File: config.mk
export PLATFORM = sky130hd
export DESIGN_NAME = band_ratio_squelch_unit
export DESIGN_NICKNAME = d
export VERILOG_FILES = /design/src/design/brs_pkg.sv /design/src/design/band_ratio_squelch_unit.sv /design/src/design/brs_band_accum.sv /design/src/design/brs_history.sv /design/src/design/brs_level.sv
export VERILOG_INCLUDE_DIRS = /design/src /design/src/design
export SDC_FILE = /design/constraint.sdc
export NUM_CORES = 2
export LEC_CHECK = 0
export BUFFER_PORTS_ARGS = -buffer_cell sky130_fd_sc_hd__buf_4
export CAP_MARGIN = 20
export CORE_MARGIN = 3
export CORE_UTILIZATION = 64
export DETAILED_ROUTE_END_ITERATION = 10
export HOLD_SLACK_MARGIN = 0.05
export PLACE_DENSITY = 0.81
export SYNTH_ARGS = -nofsm -noshare
export SYNTH_HDL_FRONTEND = slang
export SYNTH_SLANG_ARGS = --single-unit
File: constraint.sdc
create_clock -name clk -period 5.95 [get_ports clk]
set_input_delay 0.2975 -clock clk [delete_from_list [all_inputs] [get_ports clk]]
set_output_delay 0.2975 -clock clk [all_outputs]
set_load 0.05 [all_outputs]
File: src/design/band_ratio_squelch_unit_defines.svh
// Assertion shorthands for the squelch unit; they expect clk and arst_n in scope.
`ifndef BAND_RATIO_SQUELCH_UNIT_DEFINES_SVH
`define BAND_RATIO_SQUELCH_UNIT_DEFINES_SVH

// Consequent checked in the cycle after the antecedent.
`define BRS_ASSERT_NEXT(label, ante, cons) \
	label: assert property (@(posedge clk) disable iff (!arst_n) (ante) |=> (cons)) \
		else $error("squelch unit: next-cycle check failed");

// Consequent checked in the same cycle as the antecedent.
`define BRS_ASSERT_NOW(label, ante, cons) \
	label: assert property (@(posedge clk) disable iff (!arst_n) (ante) |-> (cons)) \
		else $error("squelch unit: same-cycle check failed");

`endif

File: src/design/brs_pkg.sv
package brs_pkg;

	localparam int BinW                = 6;
	localparam int SmpW                = 8;
	localparam int LevelW              = 7;
	localparam int AccW                = 22;
	localparam int PowW                = 16;
	localparam int SumOutW             = 25;
	localparam int CfgIdxW             = 3;
	localparam int CfgDataW            = 7;
	localparam int BinsPerFrame        = 64;
	localparam int HistoryDepthDefault = 8;

	// accumulator ceiling, leaves room for the +1 on the frame total
	localparam logic [AccW-1:0] AccMax = 22'h3FFFFE;

	typedef enum logic [CfgIdxW-1:0] {
		CfgLowFirst  = 3'd0,
		CfgLowLast   = 3'd1,
		CfgHighFirst = 3'd2,
		CfgHighLast  = 3'd3,
		CfgHoldMax   = 3'd4,
		CfgAttack    = 3'd5
	} brs_cfg_idx_t;

	typedef struct packed {
		logic [BinW-1:0]   low_first_bin;
		logic [BinW-1:0]   low_last_bin;
		logic [BinW-1:0]   high_first_bin;
		logic [BinW-1:0]   high_last_bin;
		logic [LevelW-1:0] hold_max;
		logic [LevelW-1:0] attack_step;
	} brs_cfg_t;

	typedef struct packed {
		logic [BinW-1:0]        bin_index;
		logic signed [SmpW-1:0] bin_real;
		logic signed [SmpW-1:0] bin_imag;
		logic                   frame_end;
	} brs_in_t;

	typedef struct packed {
		logic [SumOutW-1:0] low_power_sum;
		logic [SumOutW-1:0] high_power_sum;
		logic [LevelW-1:0]  hold_level;
		logic               squelch_open;
	} brs_out_t;

	typedef struct packed {
		logic [AccW-1:0] low_total;
		logic [AccW-1:0] high_total;
	} brs_tot_t;

endpackage

File: src/design/band_ratio_squelch_unit.sv
// A frame-end bin passes through registered stages s1, s2, s3 (accumulator), s4 (history) and s5, s6 (level).
// Throughput: one bin per cycle unless stalled; the accumulator and level loops each close through one register.
// Only frame-end bins produce a result; res_stall backs up through registered stages.
// Reset clears accumulators, histories, running sums, level and flag, and loads the
// default band edges, hold_max and attack_step; the block is ready the cycle after reset.
`include "band_ratio_squelch_unit_defines.svh"

module band_ratio_squelch_unit #(
	parameter int HISTORY_DEPTH = brs_pkg::HistoryDepthDefault
) (
	input  logic                          clk,
	input  logic                          arst_n,
	input  logic                          cfg_we,
	input  logic [brs_pkg::CfgIdxW-1:0]   cfg_index,
	input  logic [brs_pkg::CfgDataW-1:0]  cfg_data,
	input  logic                          bin_valid,
	output logic                          bin_stall,
	input  brs_pkg::brs_in_t              bin,
	output logic                          res_valid,
	input  logic                          res_stall,
	output brs_pkg::brs_out_t             res
);
	import brs_pkg::*;

	localparam int SumW = AccW + $clog2(HISTORY_DEPTH);

	brs_cfg_t        cfg_q;
	logic            tot_valid, tot_stall;
	brs_tot_t        tot;
	logic            sum_valid, sum_stall;
	logic [SumW-1:0] low_sum, high_sum;

	always_ff @(posedge clk or negedge arst_n) begin
		if (!arst_n) begin
			cfg_q.low_first_bin  <= 6'd5;
			cfg_q.low_last_bin   <= 6'd9;
			cfg_q.high_first_bin <= 6'd19;
			cfg_q.high_last_bin  <= 6'd24;
			cfg_q.hold_max       <= 7'd100;
			cfg_q.attack_step    <= 7'd34;
		end else if (cfg_we) begin
			case (brs_cfg_idx_t'(cfg_index))
				CfgLowFirst:  cfg_q.low_first_bin  <= cfg_data[BinW-1:0];
				CfgLowLast:   cfg_q.low_last_bin   <= cfg_data[BinW-1:0];
				CfgHighFirst: cfg_q.high_first_bin <= cfg_data[BinW-1:0];
				CfgHighLast:  cfg_q.high_last_bin  <= cfg_data[BinW-1:0];
				CfgHoldMax:   cfg_q.hold_max       <= cfg_data[LevelW-1:0];
				CfgAttack:    cfg_q.attack_step    <= cfg_data[LevelW-1:0];
				default: ;
			endcase
		end
	end

	brs_band_accum u_accum (
		.clk       (clk),
		.arst_n    (arst_n),
		.cfg       (cfg_q),
		.bin_valid (bin_valid),
		.bin_stall (bin_stall),
		.bin       (bin),
		.tot_valid (tot_valid),
		.tot_stall (tot_stall),
		.tot       (tot)
	);

	brs_history #(
		.HISTORY_DEPTH (HISTORY_DEPTH)
	) u_history (
		.clk       (clk),
		.arst_n    (arst_n),
		.tot_valid (tot_valid),
		.tot_stall (tot_stall),
		.tot       (tot),
		.sum_valid (sum_valid),
		.sum_stall (sum_stall),
		.low_sum   (low_sum),
		.high_sum  (high_sum)
	);

	brs_level #(
		.SumW (SumW)
	) u_level (
		.clk       (clk),
		.arst_n    (arst_n),
		.cfg       (cfg_q),
		.sum_valid (sum_valid),
		.sum_stall (sum_stall),
		.low_sum   (low_sum),
		.high_sum  (high_sum),
		.res_valid (res_valid),
		.res_stall (res_stall),
		.res       (res)
	);

	// a held frame total or history sum must not be lost or altered
	`BRS_ASSERT_NEXT(a_tot_held, tot_valid && tot_stall, tot_valid && $stable(tot))
	`BRS_ASSERT_NEXT(a_sum_held, sum_valid && sum_stall, sum_valid && $stable({low_sum, high_sum}))

endmodule

File: src/design/brs_band_accum.sv
module brs_band_accum (
	input  logic              clk,
	input  logic              arst_n,
	input  brs_pkg::brs_cfg_t cfg,
	input  logic              bin_valid,
	output logic              bin_stall,
	input  brs_pkg::brs_in_t  bin,
	output logic              tot_valid,
	input  logic              tot_stall,
	output brs_pkg::brs_tot_t tot
);
	import brs_pkg::*;

	logic                valid_s1;
	brs_in_t             in_s1;
	logic                valid_s2;
	logic [PowW-1:0]     power_s2;
	logic                low_hit_s2;
	logic                high_hit_s2;
	logic                end_s2;
	logic                tot_valid_s3;
	brs_tot_t            tot_s3;
	logic [AccW-1:0]     acc_low_q;
	logic [AccW-1:0]     acc_high_q;

	logic                ready1, ready2, ready3, fire2;
	logic signed [15:0]  re_sq, im_sq;
	logic [PowW-1:0]     power;
	logic                in_frame, low_hit, high_hit;
	logic [AccW:0]       sum_low, sum_high;
	logic [AccW-1:0]     sat_low, sat_high;

	// only frame-end requests leave this block
	assign ready3    = !tot_valid_s3 || !tot_stall;
	assign ready2    = !valid_s2 || !end_s2 || ready3;
	assign ready1    = !valid_s1 || ready2;
	assign fire2     = valid_s2 && ready2;
	assign bin_stall = !ready1;
	assign tot_valid = tot_valid_s3;
	assign tot       = tot_s3;

	always_comb begin
		re_sq    = in_s1.bin_real * in_s1.bin_real;
		im_sq    = in_s1.bin_imag * in_s1.bin_imag;
		power    = {1'b0, re_sq[14:0]} + {1'b0, im_sq[14:0]};
		in_frame = 32'(in_s1.bin_index) < 32'(BinsPerFrame);
		low_hit  = in_frame && (in_s1.bin_index >= cfg.low_first_bin)
			&& (in_s1.bin_index <= cfg.low_last_bin);
		high_hit = in_frame && (in_s1.bin_index >= cfg.high_first_bin)
			&& (in_s1.bin_index <= cfg.high_last_bin);
	end

	always_comb begin
		sum_low  = {1'b0, acc_low_q} + (low_hit_s2 ? (AccW+1)'(power_s2) : '0);
		sum_high = {1'b0, acc_high_q} + (high_hit_s2 ? (AccW+1)'(power_s2) : '0);
		sat_low  = (sum_low > {1'b0, AccMax}) ? AccMax : sum_low[AccW-1:0];
		sat_high = (sum_high > {1'b0, AccMax}) ? AccMax : sum_high[AccW-1:0];
	end

	always_ff @(posedge clk or negedge arst_n) begin
		if (!arst_n) begin
			valid_s1     <= 1'b0;
			valid_s2     <= 1'b0;
			tot_valid_s3 <= 1'b0;
			acc_low_q    <= '0;
			acc_high_q   <= '0;
		end else begin
			if (ready1) valid_s1 <= bin_valid;
			if (ready2) valid_s2 <= valid_s1;
			if (ready3) tot_valid_s3 <= valid_s2 && end_s2;
			if (fire2) begin
				acc_low_q  <= end_s2 ? '0 : sat_low;
				acc_high_q <= end_s2 ? '0 : sat_high;
			end
		end
	end

	always_ff @(posedge clk) begin
		if (ready1 && bin_valid) in_s1 <= bin;
		if (ready2 && valid_s1) begin
			power_s2    <= power;
			low_hit_s2  <= low_hit;
			high_hit_s2 <= high_hit;
			end_s2      <= in_s1.frame_end;
		end
		if (ready3 && fire2 && end_s2) begin
			tot_s3.low_total  <= sat_low + AccW'(1);
			tot_s3.high_total <= sat_high + AccW'(1);
		end
	end

endmodule

File: src/design/brs_history.sv
module brs_history #(
	parameter int HISTORY_DEPTH = brs_pkg::HistoryDepthDefault,
	localparam int SumW = brs_pkg::AccW + $clog2(HISTORY_DEPTH)
) (
	input  logic              clk,
	input  logic              arst_n,
	input  logic              tot_valid,
	output logic              tot_stall,
	input  brs_pkg::brs_tot_t tot,
	output logic              sum_valid,
	input  logic              sum_stall,
	output logic [SumW-1:0]   low_sum,
	output logic [SumW-1:0]   high_sum
);
	import brs_pkg::*;

	logic [AccW-1:0] low_hist_q  [HISTORY_DEPTH];
	logic [AccW-1:0] high_hist_q [HISTORY_DEPTH];
	logic [SumW-1:0] low_run_q, high_run_q;
	logic [SumW-1:0] low_run_next, high_run_next;
	logic            sum_valid_s4;
	logic [SumW-1:0] low_sum_s4, high_sum_s4;
	logic            ready4, fire;

	assign ready4    = !sum_valid_s4 || !sum_stall;
	assign tot_stall = sum_valid_s4 && sum_stall;
	assign fire      = tot_valid && ready4;
	assign sum_valid = sum_valid_s4;
	assign low_sum   = low_sum_s4;
	assign high_sum  = high_sum_s4;

	// running sum: drop the oldest entry, add the incoming total
	assign low_run_next  = low_run_q - SumW'(low_hist_q[HISTORY_DEPTH-1])
		+ SumW'(tot.low_total);
	assign high_run_next = high_run_q - SumW'(high_hist_q[HISTORY_DEPTH-1])
		+ SumW'(tot.high_total);

	always_ff @(posedge clk or negedge arst_n) begin
		if (!arst_n) begin
			for (int i = 0; i < HISTORY_DEPTH; i++) begin
				low_hist_q[i]  <= '0;
				high_hist_q[i] <= '0;
			end
			low_run_q    <= '0;
			high_run_q   <= '0;
			sum_valid_s4 <= 1'b0;
		end else begin
			if (ready4) sum_valid_s4 <= tot_valid;
			if (fire) begin
				for (int i = HISTORY_DEPTH - 1; i > 0; i--) begin
					low_hist_q[i]  <= low_hist_q[i-1];
					high_hist_q[i] <= high_hist_q[i-1];
				end
				low_hist_q[0]  <= tot.low_total;
				high_hist_q[0] <= tot.high_total;
				low_run_q      <= low_run_next;
				high_run_q     <= high_run_next;
			end
		end
	end

	always_ff @(posedge clk) begin
		if (fire) begin
			low_sum_s4  <= low_run_next;
			high_sum_s4 <= high_run_next;
		end
	end

endmodule

File: src/design/brs_level.sv
module brs_level #(
	parameter int SumW = brs_pkg::AccW + 3
) (
	input  logic              clk,
	input  logic              arst_n,
	input  brs_pkg::brs_cfg_t cfg,
	input  logic              sum_valid,
	output logic              sum_stall,
	input  logic [SumW-1:0]   low_sum,
	input  logic [SumW-1:0]   high_sum,
	output logic              res_valid,
	input  logic              res_stall,
	output brs_pkg::brs_out_t res
);
	import brs_pkg::*;

	localparam int CmpW = SumW + 3;

	logic               valid_s5, rise_s5, fall_s5;
	logic [SumOutW-1:0] low_sum_s5, high_sum_s5;
	logic               res_valid_s6;
	brs_out_t           res_s6;
	logic [LevelW-1:0]  level_q;
	logic               open_q;

	logic               ready5, ready6, fire5;
	logic [CmpW-1:0]    low_ext, high_ext, low_x3, low_x5, high_x5, high_x6;
	logic [LevelW:0]    raised;
	logic [LevelW-1:0]  level_next;
	logic               open_next;

	assign ready6    = !res_valid_s6 || !res_stall;
	assign ready5    = !valid_s5 || ready6;
	assign fire5     = valid_s5 && ready6;
	assign sum_stall = valid_s5 && !ready6;
	assign res_valid = res_valid_s6;
	assign res       = res_s6;

	// ratio tests by shift and add
	always_comb begin
		low_ext  = CmpW'(low_sum);
		high_ext = CmpW'(high_sum);
		low_x3   = (low_ext << 1) + low_ext;
		low_x5   = (low_ext << 2) + low_ext;
		high_x5  = (high_ext << 2) + high_ext;
		high_x6  = (high_ext << 2) + (high_ext << 1);
	end

	always_comb begin
		raised     = {1'b0, level_q} + {1'b0, cfg.attack_step};
		level_next = level_q;
		if (rise_s5) begin
			level_next = (raised > {1'b0, cfg.hold_max}) ? cfg.hold_max : raised[LevelW-1:0];
		end else if (fall_s5 && level_q != '0) begin
			level_next = level_q - LevelW'(1);
		end
		// the hold_max match wins over the zero match
		if (level_next == cfg.hold_max) begin
			open_next = 1'b1;
		end else if (level_next == '0) begin
			open_next = 1'b0;
		end else begin
			open_next = open_q;
		end
	end

	always_ff @(posedge clk or negedge arst_n) begin
		if (!arst_n) begin
			valid_s5     <= 1'b0;
			res_valid_s6 <= 1'b0;
			level_q      <= '0;
			open_q       <= 1'b0;
		end else begin
			if (ready5) valid_s5 <= sum_valid;
			if (ready6) res_valid_s6 <= valid_s5;
			if (fire5) begin
				level_q <= level_next;
				open_q  <= open_next;
			end
		end
	end

	always_ff @(posedge clk) begin
		if (ready5 && sum_valid) begin
			rise_s5     <= low_x3 > high_x5;
			fall_s5     <= low_x5 < high_x6;
			low_sum_s5  <= SumOutW'(low_sum);
			high_sum_s5 <= SumOutW'(high_sum);
		end
		if (fire5) begin
			res_s6.low_power_sum  <= low_sum_s5;
			res_s6.high_power_sum <= high_sum_s5;
			res_s6.hold_level     <= level_next;
			res_s6.squelch_open   <= open_next;
		end
	end

endmodule
==> results <==
- The classification of the worst setup path is register to register.
- The final routed wirelength across all metal layers is around 93000 um.
- The worst hold path passes through 3 cells.
- In this run, post-CTS hold repair placed 33 buffers.
- The fraction of registers with async set or reset after synthesis is 66.94%.
- Static timing analysis puts the maximum clock frequency at 0.1801 GHz.
- Leaving out fill and tap cells, the most frequent cells in the layout are 1185 x sky130_fd_sc_hd__nand2_1, 484 x sky130_fd_sc_hd__dfrtp_1, 405 x sky130_fd_sc_hd__inv_1.
- Setup violations remaining at the end of the flow were counted as 0.
- The region available for standard cell placement spans 0.06871 sq mm.
- The source of the worst register-to-register timing path is u_accum.in_s1[8].
- The pre-antenna-repair detailed-routing pass consisted of 5 iterations.
- Of the post-synthesis cell area, the dominant cell type holds roughly 27%.
- The antenna diode count is 0.
- The area of the mapped netlist is 0.04449 sq mm.
- The relative slew slack is between 20% and 30%.
- The number of fill cells in the layout is approximately 5000.
- The share of the Yosys chip area taken by registers is 44.65%.
- Routability-driven placement finished with a final weighted congestion of roughly 0.9.
- The post-CTS setup buffer count is 0.
- The number of synthesized flops with an enable pin is 246.
- Setup repair after global routing left no endpoint under its margin.
- The first global-routing pass estimated 155800 um of wire.
- The detail route stage leaves a number of antenna-violating nets equal to 0.
- The number of nets handed over by synthesis was 5145.
- The horizontal extent of the die is 269.7 um.
- The startpoint identified for the worst hold timing path is cfg_index[1].
- Walking the worst path, the cells encountered are and2_1, xnor2_1, ha_1, inv_1, fa_1, inv_1, fa_1, inv_1, fa_1, inv_1, ha_1, a21oi_1, o21bai_1, a21oi_1, nor2b_1, o21a_1, nor2_1, xnor2_1, ha_1, or2_2, or3b_2, xnor2_1.
- For this run, the number of Yosys warnings is 0.
- The type of destination of the critical path is a register.
- The root buffer selected by CTS is sky130_fd_sc_hd__clkbuf_16.
- After layout, the minimum clock period comes to 5.554 ns.
- The floorplan has 96 rows.
- The total of max-cap violations is 0.
- For the worst setup path, the data required time is 6.32 ns.
- The library cell used most frequently in the layout, excluding fill and tap cells, is sky130_fd_sc_hd__nand2_1.
- The signed area change from the synthesized netlist to the final layout is 10.21%.
- The hold path endpoint is cfg_q[32].
- In this run the critical register-to-register path is captured at u_accum.power_s2[13].
- After detailed routing, the number of remaining DRC violations is 0.
- The count of unique library cells instantiated by Yosys is 103.
- The number of antenna violations at the first check in global routing is 0.
- The leading area contributor after synthesis is sky130_fd_sc_hd__dfrtp_1.
- The maximum clock insertion buffer count is 3.
- The total number of vias is 32133.
- For the pin with the worst max-slew slack, the measured transition is 1.063 ns.
- The peak per-stage delay on the critical path is 0.60 ns.
- The worst setup path is launched from a register.
- The leading register cell type out of synthesis is sky130_fd_sc_hd__dfrtp_1.
- Dividing the synthesized area by the synthesized cell count gives around 9.6 sq um.
- After synthesis, the cell types taking the most area are sky130_fd_sc_hd__dfrtp_1 27%, sky130_fd_sc_hd__edfxtp_1 17%, sky130_fd_sc_hd__nand2_1 10%.
- The number of vias per cell is roughly 5.6.
- Global routing finished with a remaining overflow of 0.
- Clock latency on the worst-skew pair, taken at its later pin, is 0.63 ns.
- The largest clock skew in the final design is 0.02474 ns.
- The path type of the worst min-delay path is input port to register.
- The number of flip-flops and latches in the synthesized netlist is 744.
- The share of the clock period used by the worst path is 93.34%.
- 98 I/O pins were placed.
- The ratio of cells with drive above 1 in the final layout is 7.771%.
- The number of port buffers is 97.
- Adding up every negative setup slack in the final design gives 0 ns.
- The number of cells on the worst reg-to-reg path is 22.
- Dividing the detail-routed wire length by the instance count gives 16.15 um.
- In this run, post-CTS repair resized a total of 0 instances.
- Clock tree synthesis found a total of 744 sinks.
- The via count of the first global-routing pass is approximately 32000.
- The clock buffer count from CTS is between 70 and 80.
- The number of failing hold endpoints at the final stage is 0.
- Global routing consumed, over all layers together, 25.72% of the routing resources.
- The height of the chip is around 270 um.
- For the worst setup path, the data arrival time is 5.93 ns.
- The area of the die is roughly 0.073 sq mm.
- The TritonCTS clock tree is built.
- The detailed router finished its first iteration with 2540 violations.
- The run finished with clean final reports.
- The most used cell along the critical path is sky130_fd_sc_hd__inv_1.
- The worst reg-to-reg setup slack is 0.40 ns.
- After technology mapping, the gate count stands at about 4600.
- The highest fanout seen on the critical path is 17.
- The clock transition at the registers of the reported paths is 0.06 ns.
- Entering global routing, the biggest net connects 212 pins.
- The final number of max-transition violations is 0.
- The effective utilization at floorplan is 64.76%.
- The number of levels in the clock H-tree is 3.
- The largest individual stage delay along the critical path comes from the cell sky130_fd_sc_hd__edfxtp_1.
- The HPWL after detailed placement is 64850 um.
- The total number of nets in the final design is about 5200.
-- critical path, delay by kind of cell, from the launching register on --
family | cells | cell delay (ns)
adders and majority gates | 6 | 2.39
and+or+nand+nor | 5 | 1.04
AOI/OAI and AO/OA | 4 | 0.72
DFF | 1 | 0.60
xor gates and xnor gates | 3 | 0.36
buffers and inverters | 4 | 0.19
-- cells by family (layout without fill, tap and decap cells) --
family	Yosys count	after routing	synth area share, %
simple gates	1764	1764	17.34
flops	744	744	44.65
compound gates	823	823	12.05
buf+inv	549	710	4.665
fa+ha+maj	468	468	15.34
xor+xnor	250	250	4.955
mux	41	41	1.004
-- routing by layer --
| layer | GRT usage, % | routed length, um |
|---|---|---|
| met1 | 34.95 | 41500 |
| met2 | 43.88 | 44900 |
| met3 | 2.936 | 3485 |
| met4 | 7.722 | 2676 |
| met5 | 0 | 0 |
-- sequential cells by signal, indices dropped and copies added, names as in the netlist, 23 cells and up --
name / cells
u_level.low_sum_s5: 25
u_history.high_sum: 25
cfg_q: 38
u_history.low_sum: 25
u_level.res: 58
u_accum.in_s1: 23
u_history.high_run_q: 25
u_level.high_sum_s5: 25
u_history.low_run_q: 25
u_history.high_hist_q: 176
u_history.low_hist_q: 176
u_accum.tot: 44
-- stage by stage --
step	setup WS (ns)	hold slack [ns]	cells	instance area, sq um	utilization [%]
3_5_place_dp	0.3822	0.3601	5552	46130	67.14
2_1_floorplan	0.6662	0.001909	4639	44490	-
4_1_cts	0.3769	0.08209	5727	48980	71.29
3_3_place_gp	0.4757	0.3456	5552	46130	67.14
5_1_grt	0.06656	0.09977	5731	49040	71.37
6_report	0.3962	0.1005	5731	49040	71.37
-- how the worst max path moves through the flow --
stage,start,end,slack (ns),depth (start not counted)
floorplan,u_accum.in_s1[7],u_accum.power_s2[13],0.67,21
global placement,u_accum.in_s1[1],u_accum.power_s2[13],0.48,22
detailed placement,u_accum.in_s1[1],u_accum.power_s2[13],0.38,22
CTS,u_accum.in_s1[1],u_accum.power_s2[13],0.38,22
global route,u_accum.in_s1[8],u_accum.power_s2[14],0.07,23
finish,u_accum.in_s1[8],u_accum.power_s2[13],0.40,22
-- synth_stat cells, types with 30 or more instances --
library cell               count
sky130_fd_sc_hd__nand2_1    1186
sky130_fd_sc_hd__nor3_1       62
sky130_fd_sc_hd__o21bai_1     33
sky130_fd_sc_hd__nor2_1      146
sky130_fd_sc_hd__xor2_1       71
sky130_fd_sc_hd__o21a_1       41
sky130_fd_sc_hd__nand2b_1     53
sky130_fd_sc_hd__nor2b_1      50
sky130_fd_sc_hd__inv_1       406
sky130_fd_sc_hd__a31oi_1      30
sky130_fd_sc_hd__a21oi_1     181
sky130_fd_sc_hd__ha_1        339
sky130_fd_sc_hd__xnor2_1     177
sky130_fd_sc_hd__nand3_1      55
sky130_fd_sc_hd__o21ai_0     241
sky130_fd_sc_hd__a21o_1      101
sky130_fd_sc_hd__dfrtp_1     484
sky130_fd_sc_hd__edfxtp_1    246
sky130_fd_sc_hd__fa_1        129
sky130_fd_sc_hd__clkbuf_1    123
sky130_fd_sc_hd__and2_1       77
-- cell type report --
type	count	area [sq um]	area share, %
clock inverters	46	473.0	0.9645
flip-flops and latches	744	19870	40.51
well taps	931	1165	2.376
inverters	409	1543	3.146
clock buffers	96	2052	4.185
repair buffers	159	1369	2.791
multi-input cells	3346	22570	46.02
Power is left out: the tool's default activity adds up to more than one toggle a clock period on the data nets, which glitch-free logic cannot reach.
